<file path="src/rtl/kpm_pkg.sv">
// Shared types, constants and register codes for the keypoint match filter.
// Used by every module of the block except kpm_ram; no dependencies.
`default_nettype none

package kpm_pkg;

    localparam int POINTS  = 64;
    localparam int PT_W    = $clog2(POINTS);
    localparam int IDX_W   = 6;
    localparam int DIST_W  = 10;
    localparam int RATIO_W = 9;
    localparam int USED_W  = 7;
    localparam int OP_W    = 2;
    localparam int CNT_W   = 2;
    localparam int PADDR_W = 4;
    localparam int PDATA_W = 32;
    localparam int PROD_W  = RATIO_W + DIST_W;

    localparam logic [IDX_W:0]  TGT_LIMIT  = (IDX_W + 1)'(POINTS);
    localparam logic [USED_W-1:0] USED_MAX = USED_W'(POINTS);

    localparam logic [OP_W-1:0] OP_FWD = 2'd0;
    localparam logic [OP_W-1:0] OP_REV = 2'd1;
    localparam logic [OP_W-1:0] OP_FIN = 2'd2;

    localparam logic [1:0] REG_DIST_LIMIT  = 2'd0;
    localparam logic [1:0] REG_RATIO_LIMIT = 2'd1;
    localparam logic [1:0] REG_POINTS_A    = 2'd2;
    localparam logic [1:0] REG_POINTS_B    = 2'd3;

    localparam logic [CNT_W-1:0] CNT_NONE = 2'd0;
    localparam logic [CNT_W-1:0] CNT_ONE  = 2'd1;
    localparam logic [CNT_W-1:0] CNT_TWO  = 2'd2;

    localparam logic [DIST_W-1:0]  DIST_LIMIT_RST  = 10'd512;
    localparam logic [RATIO_W-1:0] RATIO_LIMIT_RST = 9'd204;

    typedef struct packed {
        logic [CNT_W-1:0]  cnt;
        logic [DIST_W-1:0] best;
        logic [DIST_W-1:0] second;
        logic [IDX_W-1:0]  src;
    } kpm_entry_t;

    localparam int ENTRY_W = $bits(kpm_entry_t);

endpackage

`default_nettype wire

</file>
<file path="src/rtl/kpm_ram.sv">
// Generic single-write, single-read RAM with registered read data.
// No dependencies.
`default_nettype none

module kpm_ram #(
    parameter int WIDTH = 8,
    parameter int DEPTH = 16
) (
    input  wire logic                     clk,
    input  wire logic                     we,
    input  wire logic [$clog2(DEPTH)-1:0] waddr,
    input  wire logic [WIDTH-1:0]         wdata,
    input  wire logic [$clog2(DEPTH)-1:0] raddr,
    output logic      [WIDTH-1:0]         rdata
);

    logic [WIDTH-1:0] mem [DEPTH];

    always_ff @(posedge clk)
    begin
        if (we)
        begin
            mem[waddr] <= wdata;
        end
        rdata <= mem[raddr];
    end

endmodule

`default_nettype wire

</file>
<file path="src/rtl/kpm_update.sv">
// Table entry update for one loaded match: best/second tracking and count.
// Depends on kpm_pkg.
`default_nettype none

module kpm_update (
    input  wire kpm_pkg::kpm_entry_t           old_entry,
    input  wire logic                          old_valid,
    input  wire logic [kpm_pkg::DIST_W-1:0]    dist_in,
    input  wire logic [kpm_pkg::IDX_W-1:0]     src,
    input  wire logic [kpm_pkg::DIST_W-1:0]    dist_limit,
    output kpm_pkg::kpm_entry_t                new_entry,
    output logic                               keep
);
    import kpm_pkg::*;

    logic [CNT_W-1:0] cnt;

    assign keep = (dist_in <= dist_limit);
    assign cnt  = old_valid ? old_entry.cnt : CNT_NONE;

    always_comb
    begin
        new_entry = old_entry;
        if (cnt == CNT_NONE)
        begin
            new_entry.best = dist_in;
            new_entry.src  = src;
            new_entry.cnt  = CNT_ONE;
        end
        else
        begin
            // a tie leaves the earlier match in first place
            if (dist_in < old_entry.best)
            begin
                new_entry.second = old_entry.best;
                new_entry.best   = dist_in;
                new_entry.src    = src;
            end
            else if ((cnt == CNT_ONE) || (dist_in < old_entry.second))
            begin
                new_entry.second = dist_in;
            end
            new_entry.cnt = CNT_TWO;
        end
    end

endmodule

`default_nettype wire

</file>
<file path="src/rtl/kpm_survive.sv">
// Shared ratio-test unit: decides whether a table entry's best match survives.
// Depends on kpm_pkg.
`default_nettype none

module kpm_survive (
    input  wire kpm_pkg::kpm_entry_t          entry,
    input  wire logic                         entry_valid,
    input  wire logic [kpm_pkg::RATIO_W-1:0]  ratio_limit,
    output logic                              survives
);
    import kpm_pkg::*;

    logic [CNT_W-1:0]  cnt;
    logic [PROD_W-1:0] prod;
    logic [PROD_W-1:0] best_scaled;

    assign cnt         = entry_valid ? entry.cnt : CNT_NONE;
    assign prod        = PROD_W'(ratio_limit) * PROD_W'(entry.second);
    assign best_scaled = PROD_W'({entry.best, 8'd0});

    always_comb
    begin
        case (cnt)
            CNT_NONE: survives = 1'b0;
            CNT_ONE:  survives = 1'b1;
            default:  survives = (best_scaled < prod);
        endcase
    end

endmodule

`default_nettype wire

</file>
<file path="src/rtl/keypoint_match_ratio_cross_check_unit.sv">
// Top level of the keypoint match filter: sequencer, tables, config port.
// Depends on kpm_pkg, kpm_ram, kpm_update and kpm_survive.
//
// Usage:
//   Input transfer: start high while busy is low; op, source_point,
//   target_point and distance are sampled at that edge. Forward (A to B)
//   and reverse (B to A) matches each do one table read and one
//   table write through the shared update unit. busy is high for 1 cycle.
//   A finish item walks the A points in order through one shared ratio-test
//   unit: each A point gets a reverse-entry read and test, and a forward-entry
//   test as well when its reverse survivor names a B point in use.
//   Results appear on result_valid for one cycle each with point_a, point_b,
//   match_distance, found and last; a result is held back until the next
//   survivor or the end of the walk is known, so last is exact. The final
//   result comes in the cycle in which busy drops; the receiver cannot stall.
//   If no mutual match exists a single result with found low is given.
//   After finish both tables are empty again (per-entry valid flops all cleared
//   together in the end state). Reset empties the tables and loads the register defaults.
//   Config: APB writes at byte address 4*i, only while the block is idle.
`default_nettype none

module keypoint_match_ratio_cross_check_unit (
    input  wire logic                          clk,
    input  wire logic                          rst_n,
    input  wire logic                          start,
    output logic                               busy,
    input  wire logic [kpm_pkg::OP_W-1:0]      op,
    input  wire logic [kpm_pkg::IDX_W-1:0]     source_point,
    input  wire logic [kpm_pkg::IDX_W-1:0]     target_point,
    input  wire logic [kpm_pkg::DIST_W-1:0]    distance,
    output logic                               result_valid,
    output logic      [kpm_pkg::IDX_W-1:0]     point_a,
    output logic      [kpm_pkg::IDX_W-1:0]     point_b,
    output logic      [kpm_pkg::DIST_W-1:0]    match_distance,
    output logic                               found,
    output logic                               last,
    input  wire logic                          psel,
    input  wire logic                          penable,
    input  wire logic                          pwrite,
    input  wire logic [kpm_pkg::PADDR_W-1:0]   paddr,
    input  wire logic [kpm_pkg::PDATA_W-1:0]   pwdata,
    output logic      [kpm_pkg::PDATA_W-1:0]   prdata,
    output logic                               pready
);
    import kpm_pkg::*;

    localparam logic [2:0] S_IDLE = 3'd0;
    localparam logic [2:0] S_UPD  = 3'd1;
    localparam logic [2:0] S_RA   = 3'd2;
    localparam logic [2:0] S_CA   = 3'd3;
    localparam logic [2:0] S_CB   = 3'd4;
    localparam logic [2:0] S_END  = 3'd5;

    // configuration
    logic [DIST_W-1:0]  dist_limit_reg;
    logic [RATIO_W-1:0] ratio_limit_reg;
    logic [USED_W-1:0]  points_a_reg;
    logic [USED_W-1:0]  points_b_reg;
    logic               cfg_write;
    logic [1:0]         cfg_index;

    // sequencer
    logic [2:0]        state_reg, state_next;
    logic [OP_W-1:0]   op_reg, op_next;
    logic [IDX_W-1:0]  src_reg, src_next;
    logic [IDX_W-1:0]  tgt_reg, tgt_next;
    logic [DIST_W-1:0] dist_reg, dist_next;
    logic [PT_W-1:0]   a_reg, a_next;
    logic [IDX_W-1:0]  b_reg, b_next;
    logic [POINTS-1:0] vld_fwd_reg, vld_fwd_next;
    logic [POINTS-1:0] vld_rev_reg, vld_rev_next;

    logic              pend_vld_reg, pend_vld_next;
    logic [IDX_W-1:0]  pend_a_reg, pend_a_next;
    logic [IDX_W-1:0]  pend_b_reg, pend_b_next;
    logic [DIST_W-1:0] pend_d_reg, pend_d_next;

    logic              out_vld_reg, out_vld_next;
    logic [IDX_W-1:0]  out_a_reg, out_a_next;
    logic [IDX_W-1:0]  out_b_reg, out_b_next;
    logic [DIST_W-1:0] out_d_reg, out_d_next;
    logic              out_found_reg, out_found_next;
    logic              out_last_reg, out_last_next;

    // tables
    kpm_entry_t      fwd_rdata, rev_rdata;
    logic [PT_W-1:0] fwd_raddr, rev_raddr;
    logic            fwd_we, rev_we;
    logic [PT_W-1:0] wr_addr;

    // shared units
    kpm_entry_t upd_old, upd_new;
    logic       upd_old_valid, upd_keep;
    kpm_entry_t srv_entry;
    logic       srv_valid, srv_ok;

    logic              accept;
    logic              tgt_in_range;
    logic [USED_W-1:0] na, nb;
    logic [USED_W-1:0] a_inc;
    logic              a_done;
    logic [PT_W-1:0]   b_idx;

    assign accept    = start && (state_reg == S_IDLE);
    assign busy      = (state_reg != S_IDLE);
    assign cfg_write = psel && penable && pwrite;
    assign cfg_index = paddr[3:2];
    assign pready    = 1'b1;

    assign na     = (points_a_reg > USED_MAX) ? USED_MAX : points_a_reg;
    assign nb     = (points_b_reg > USED_MAX) ? USED_MAX : points_b_reg;
    assign a_inc  = USED_W'(a_reg) + USED_W'(1);
    assign a_done = (a_inc >= na);
    assign b_idx  = b_reg[PT_W-1:0];

    assign tgt_in_range = ({1'b0, tgt_reg} < TGT_LIMIT);

    always_comb
    begin
        case (cfg_index)
            REG_DIST_LIMIT:  prdata = PDATA_W'(dist_limit_reg);
            REG_RATIO_LIMIT: prdata = PDATA_W'(ratio_limit_reg);
            REG_POINTS_A:    prdata = PDATA_W'(points_a_reg);
            REG_POINTS_B:    prdata = PDATA_W'(points_b_reg);
            default:         prdata = '0;
        endcase
    end

    always_ff @(posedge clk or negedge rst_n)
    begin
        if (!rst_n)
        begin
            dist_limit_reg  <= DIST_LIMIT_RST;
            ratio_limit_reg <= RATIO_LIMIT_RST;
            points_a_reg    <= USED_MAX;
            points_b_reg    <= USED_MAX;
        end
        else if (cfg_write)
        begin
            case (cfg_index)
                REG_DIST_LIMIT:  dist_limit_reg  <= pwdata[DIST_W-1:0];
                REG_RATIO_LIMIT: ratio_limit_reg <= pwdata[RATIO_W-1:0];
                REG_POINTS_A:    points_a_reg    <= pwdata[USED_W-1:0];
                REG_POINTS_B:    points_b_reg    <= pwdata[USED_W-1:0];
                default:         ;
            endcase
        end
    end

    // table read ports: load reads the target straight off the input,
    // the walk reads A first and then the B that the reverse entry names
    always_comb
    begin
        rev_raddr = a_reg;
        fwd_raddr = b_idx;
        case (state_reg)
            S_IDLE:
            begin
                rev_raddr = target_point[PT_W-1:0];
                fwd_raddr = target_point[PT_W-1:0];
            end
            S_CA:    fwd_raddr = rev_rdata.src[PT_W-1:0];
            default: ;
        endcase
    end

    assign wr_addr = tgt_reg[PT_W-1:0];
    assign fwd_we  = (state_reg == S_UPD) && (op_reg == OP_FWD) && upd_keep && tgt_in_range;
    assign rev_we  = (state_reg == S_UPD) && (op_reg == OP_REV) && upd_keep && tgt_in_range;

    kpm_ram #(
        .WIDTH (ENTRY_W),
        .DEPTH (POINTS)
    ) u_fwd_ram (
        .clk   (clk),
        .we    (fwd_we),
        .waddr (wr_addr),
        .wdata (upd_new),
        .raddr (fwd_raddr),
        .rdata (fwd_rdata)
    );

    kpm_ram #(
        .WIDTH (ENTRY_W),
        .DEPTH (POINTS)
    ) u_rev_ram (
        .clk   (clk),
        .we    (rev_we),
        .waddr (wr_addr),
        .wdata (upd_new),
        .raddr (rev_raddr),
        .rdata (rev_rdata)
    );

    assign upd_old       = (op_reg == OP_FWD) ? fwd_rdata : rev_rdata;
    assign upd_old_valid = (op_reg == OP_FWD) ? vld_fwd_reg[wr_addr] : vld_rev_reg[wr_addr];

    kpm_update u_update (
        .old_entry  (upd_old),
        .old_valid  (upd_old_valid),
        .dist_in    (dist_reg),
        .src        (src_reg),
        .dist_limit (dist_limit_reg),
        .new_entry  (upd_new),
        .keep       (upd_keep)
    );

    assign srv_entry = (state_reg == S_CB) ? fwd_rdata : rev_rdata;
    assign srv_valid = (state_reg == S_CB) ? vld_fwd_reg[b_idx] : vld_rev_reg[a_reg];

    kpm_survive u_survive (
        .entry       (srv_entry),
        .entry_valid (srv_valid),
        .ratio_limit (ratio_limit_reg),
        .survives    (srv_ok)
    );

    always_comb
    begin
        state_next     = state_reg;
        op_next        = op_reg;
        src_next       = src_reg;
        tgt_next       = tgt_reg;
        dist_next      = dist_reg;
        a_next         = a_reg;
        b_next         = b_reg;
        vld_fwd_next   = vld_fwd_reg;
        vld_rev_next   = vld_rev_reg;
        pend_vld_next  = pend_vld_reg;
        pend_a_next    = pend_a_reg;
        pend_b_next    = pend_b_reg;
        pend_d_next    = pend_d_reg;
        out_vld_next   = 1'b0;
        out_a_next     = out_a_reg;
        out_b_next     = out_b_reg;
        out_d_next     = out_d_reg;
        out_found_next = out_found_reg;
        out_last_next  = out_last_reg;

        case (state_reg)
            S_IDLE:
            begin
                if (accept)
                begin
                    op_next   = op;
                    src_next  = source_point;
                    tgt_next  = target_point;
                    dist_next = distance;
                    a_next    = '0;
                    case (op)
                        OP_FWD:  state_next = S_UPD;
                        OP_REV:  state_next = S_UPD;
                        OP_FIN:  state_next = (na == '0) ? S_END : S_RA;
                        default: state_next = S_IDLE;
                    endcase
                end
            end
            S_UPD:
            begin
                if (fwd_we)
                begin
                    vld_fwd_next[wr_addr] = 1'b1;
                end
                if (rev_we)
                begin
                    vld_rev_next[wr_addr] = 1'b1;
                end
                state_next = S_IDLE;
            end
            S_RA:
            begin
                state_next = S_CA;
            end
            S_CA:
            begin
                b_next = rev_rdata.src;
                if (srv_ok && (USED_W'(rev_rdata.src) < nb))
                begin
                    state_next = S_CB;
                end
                else if (a_done)
                begin
                    state_next = S_END;
                end
                else
                begin
                    a_next     = a_inc[PT_W-1:0];
                    state_next = S_RA;
                end
            end
            S_CB:
            begin
                if (srv_ok && (fwd_rdata.src == IDX_W'(a_reg)))
                begin
                    // release the held survivor now that another follows
                    if (pend_vld_reg)
                    begin
                        out_vld_next   = 1'b1;
                        out_a_next     = pend_a_reg;
                        out_b_next     = pend_b_reg;
                        out_d_next     = pend_d_reg;
                        out_found_next = 1'b1;
                        out_last_next  = 1'b0;
                    end
                    pend_vld_next = 1'b1;
                    pend_a_next   = IDX_W'(a_reg);
                    pend_b_next   = b_reg;
                    pend_d_next   = fwd_rdata.best;
                end
                if (a_done)
                begin
                    state_next = S_END;
                end
                else
                begin
                    a_next     = a_inc[PT_W-1:0];
                    state_next = S_RA;
                end
            end
            S_END:
            begin
                out_vld_next   = 1'b1;
                out_last_next  = 1'b1;
                out_found_next = pend_vld_reg;
                out_a_next     = pend_vld_reg ? pend_a_reg : '0;
                out_b_next     = pend_vld_reg ? pend_b_reg : '0;
                out_d_next     = pend_vld_reg ? pend_d_reg : '0;
                pend_vld_next  = 1'b0;
                vld_fwd_next   = '0;
                vld_rev_next   = '0;
                state_next     = S_IDLE;
            end
            default:
            begin
                state_next = S_IDLE;
            end
        endcase
    end

    always_ff @(posedge clk or negedge rst_n)
    begin
        if (!rst_n)
        begin
            state_reg     <= S_IDLE;
            op_reg        <= OP_FWD;
            src_reg       <= '0;
            tgt_reg       <= '0;
            dist_reg      <= '0;
            a_reg         <= '0;
            b_reg         <= '0;
            vld_fwd_reg   <= '0;
            vld_rev_reg   <= '0;
            pend_vld_reg  <= 1'b0;
            pend_a_reg    <= '0;
            pend_b_reg    <= '0;
            pend_d_reg    <= '0;
            out_vld_reg   <= 1'b0;
            out_a_reg     <= '0;
            out_b_reg     <= '0;
            out_d_reg     <= '0;
            out_found_reg <= 1'b0;
            out_last_reg  <= 1'b0;
        end
        else
        begin
            state_reg     <= state_next;
            op_reg        <= op_next;
            src_reg       <= src_next;
            tgt_reg       <= tgt_next;
            dist_reg      <= dist_next;
            a_reg         <= a_next;
            b_reg         <= b_next;
            vld_fwd_reg   <= vld_fwd_next;
            vld_rev_reg   <= vld_rev_next;
            pend_vld_reg  <= pend_vld_next;
            pend_a_reg    <= pend_a_next;
            pend_b_reg    <= pend_b_next;
            pend_d_reg    <= pend_d_next;
            out_vld_reg   <= out_vld_next;
            out_a_reg     <= out_a_next;
            out_b_reg     <= out_b_next;
            out_d_reg     <= out_d_next;
            out_found_reg <= out_found_next;
            out_last_reg  <= out_last_next;
        end
    end

    assign result_valid   = out_vld_reg;
    assign point_a        = out_a_reg;
    assign point_b        = out_b_reg;
    assign match_distance = out_d_reg;
    assign found          = out_found_reg;
    assign last           = out_last_reg;

endmodule

`default_nettype wire

</file>
<file path="config.mk">
export PLATFORM = sky130hd
export DESIGN_NAME = keypoint_match_ratio_cross_check_unit
export DESIGN_NICKNAME = d
export VERILOG_FILES = /design/src/rtl/kpm_pkg.sv /design/src/rtl/kpm_ram.sv /design/src/rtl/kpm_update.sv /design/src/rtl/kpm_survive.sv /design/src/rtl/keypoint_match_ratio_cross_check_unit.sv
export SDC_FILE = /design/constraint.sdc
export NUM_CORES = 2
export LEC_CHECK = 0
export BUFFER_PORTS_ARGS = -buffer_cell sky130_fd_sc_hd__buf_2
export CORE_MARGIN = 2
export CORE_UTILIZATION = 40
export CTS_BUF_LIST = sky130_fd_sc_hd__clkbuf_8
export DETAILED_ROUTE_END_ITERATION = 16
export GPL_ROUTABILITY_DRIVEN = 0
export SLEW_MARGIN = 10
export SYNTH_ARGS = -nofsm -noshare
export SYNTH_HDL_FRONTEND = slang
export SYNTH_SLANG_ARGS = --single-unit
</file>
<file path="constraint.sdc">
create_clock -name clk -period 17.2 [get_ports clk]
set_input_delay 3.44 -clock clk [delete_from_list [all_inputs] [get_ports clk]]
set_output_delay 3.44 -clock clk [all_outputs]
set_load 0.01 [all_outputs]
</file>
==> out/metrics.cfg <==
[synthesis]
synthCells = 7676
synthesis.yosys.warnings = 0
synth_top_family_by_area = multiplexers
synth-compound-area-share_pct = 2.99
post_synth_xor_area_fraction_pct = 0.118
synth-edff-count = 3584
postSynth.topFlopCell = edfxtp_1
synth_top_cell_area_share_pct = 69.1
postSynthRegisterBits = 3888
post_synthesis_mean_instance_area_sq_um = 20.3
synth_top_area_cell = edfxtp_1
synth_adder_area_share_pct = 1.45
ys_types = 77
ys_seq_area_share_pct = 73.8
syn-cell-area_sq_mm = 0.156
ys_async_sr_fraction_pct = 6.38
synth_simple_gate_area_share_pct = 2.51
netlist_top_cells_area = edfxtp_1 (69%), mux4_2 (14%), dfrtp_1 (3.9%)
share_of_synthesized_area_spent_on_multiplexers_pct = 17.6

[clocking]
cts_tree = built
ctsResizeCount = 0
cts.repair_timing.setup_buffer_count = 0
cts-buffers-inserted = 613
clk_pin_slew_worst_paths_ns = 0.06
cts_root_buf = clkbuf_8
numClockSinks = 3888
postCtsHoldBufs = 0
worst_skew_pair.late_latency_ns = 1.23
htree_levels = 6
cts-root-to-sink-buffers = 4

[status]
status = finished, final reports clean

[sta]
tightest_slew_ns = 1.32
hold_viol_final = 0
maxSlewViolCount = 0
final_critical_path_setup_slack_ns = 7.78
post-route-period-util_pct = 54.8
fin_crit_ns = 9.42
max_freq_mhz = 106
finalSetupTns_ns = 0
setup_repair_after_global_routing_missed_its_margin = no
maxSlewHeadroom_pct = 12.3
final.hold.worst_slack_ns = 0.489
clock_skew_ns = 0.0645
setup_viol_count_final = 0

[final_layout]
layout_commonest_cell = edfxtp_1
synthToLayoutAreaGrowth_pct = 12.3
layout-drive-gt1-share_pct = 26.4
final_util_pct = 45.0
nNetsFinal = 8382
reg_top3 = u_fwd_ram.mem: 1792 flops, u_rev_ram.mem: 1792 flops
mostFrequentLayoutCells = edfxtp_1 (3,584), mux4_2 (938), clkbuf_8 (641)

[drt]
route.detailed.vias_per_inst = 5.68
avgRoutedWirePerCell_microns = 29.8
via_count = 78708
drt_drc_violations_left = 0
tritonroute_pass_1_iters = 6
wirelength_microns = 413000
drtIter0Drc = 8097
drtAntennaViolNets = 0

[global_route]
grt_remaining_overflow = 0
antenna_found_initial = 17
groute.usage.overall_pct = 20.5
grt_pass1_vias = 81230
global_route_wire_length_before_repair_microns = 585000
maximum_number_of_pins_on_one_net_before_global_route_repair = 174

[critical_path]
reg2reg_slack_ns = 7.78
cpMaxStageDelayCell = o21a_1
crit_path_start = state_reg[2]
arrival_ns = 10.57
worst_setup_path_endpoint = point_b[0]
reg2reg_to = point_b[0]
cp_required_ns = 18.35
cp-end-kind = flop
cp_startpoint_kind = flop
timing.critical_path.fanout_max = 26
crit_type = flop to flop
timing.rr.start = state_reg[2]
delay_of_the_slowest_cell_on_the_worst_path_ns = 0.95
reg2reg_depth = 28

[floorplanning]
chipWidth_microns = 628
fp.coreArea_sq_mm = 0.389
start_util_pct = 40.1
boundaryPins = 125
die-height_microns = 628
dieArea_sq_mm = 0.395
floorplan.rows = 229

[pwr]
p_per_area_mw_per_mm2 = 206
total_leakage_power_nw = 58.8
vdd_drop_max_mv = 0.278

[placed_design]
dp_worst_setup_slack_ns = 7.90
hpwlAfterDp_microns = 222000
port-buffer-count = 77

[min_path]
worst_hold_path_type = flop to flop
worstHoldPathCells = 1

[job]
max_cap_violations = 0

per-layer routing:
layer	global-route usage, %	vias up	wire (microns)	part of all wire [%]
li1	-	32471	-	-
met2	33.5	3073	200000	49
met5	0	-	26	0.0063
met4	8.12	4	16900	4.1
met1	27.5	42472	168000	41
met3	3.26	688	27500	6.7
cell type report:
type	count	area, sq um
multi-input combinational	3227	39700
clock inverter	422	1930
inverter	123	464
clock buffer	641	8820
fill	33012	214000
tap	5197	6500
sequential	3888	115000
antenna	45	113
timing repair buffer	316	2470
worst min path at each step:
| stage | start | endpoint | slack (ns) |
|---|---|---|---|
| after floorplan | u_rev_ram.rdata[0] | b_idx[0] | 0.43 |
| after global placement | pend_a_reg[2] | point_a[2] | 0.48 |
| after detailed placement | pend_a_reg[4] | point_a[4] | 0.48 |
| after CTS | pend_a_reg[4] | point_a[4] | 0.50 |
| after global routing | point_a[3] | point_a[3] | 0.52 |
| final | pend_b_reg[4] | point_b[4] | 0.49 |
where the power goes:
part / switching (W) / total (W) / internal, W
registers: 0.000378 / 0.0137 / 0.0133
clock network: 0.00357 / 0.00704 / 0.00347
logic: 0.0100 / 0.0154 / 0.00538
cells in the mapped netlist, drive strengths merged (19+ instances only):
| library cell | count |
|---|---|
| edfxtp | 3584 |
| mux4 | 939 |
| mux2i | 489 |
| nand2 | 394 |
| dfrtp | 241 |
| clkbuf | 240 |
| buf | 219 |
| nor2 | 167 |
| and2 | 166 |
| a211oi | 144 |
| o21a | 134 |
| inv | 123 |
| mux2 | 117 |
| a21oi | 97 |
| ha | 90 |
| a31oi | 59 |
| a311oi | 57 |
| fa | 57 |
| dfxtp | 56 |
| o21ai | 37 |
| a22o | 30 |
| a22oi | 22 |
| nor2b | 19 |
per-stage QoR:
stage / instance area (sq um) / std cells / power, W
CTS: 175000 / 13811 / 0.0364
detailed placement: 164000 / 12748 / 0.0293
global route: 175000 / 13851 / 0.0378
floorplan: 156000 / 7697 / 0.0237
global placement: 164000 / 12748 / 0.0290
finish: 175000 / 13859 / 0.0361
critical path, delay by kind of cell, from the launching register on:
family,cells,cell delay [ns]
AOI/OAI and AO/OA,11,3.29
and+or+nand+nor,8,2.27
adders and majority gates,6,2.54
DFF,1,0.65
buffers and inverters,3,0.52
logic make-up after synthesis:
logic type	count (synthesis)
compound gates	649
xor+xnor	21
fa+ha+maj	147
buf+inv	582
flops	3888
mux	1545
other cells	2
simple gates	842
No activity file was read; power rests on OpenSTA's default activity.
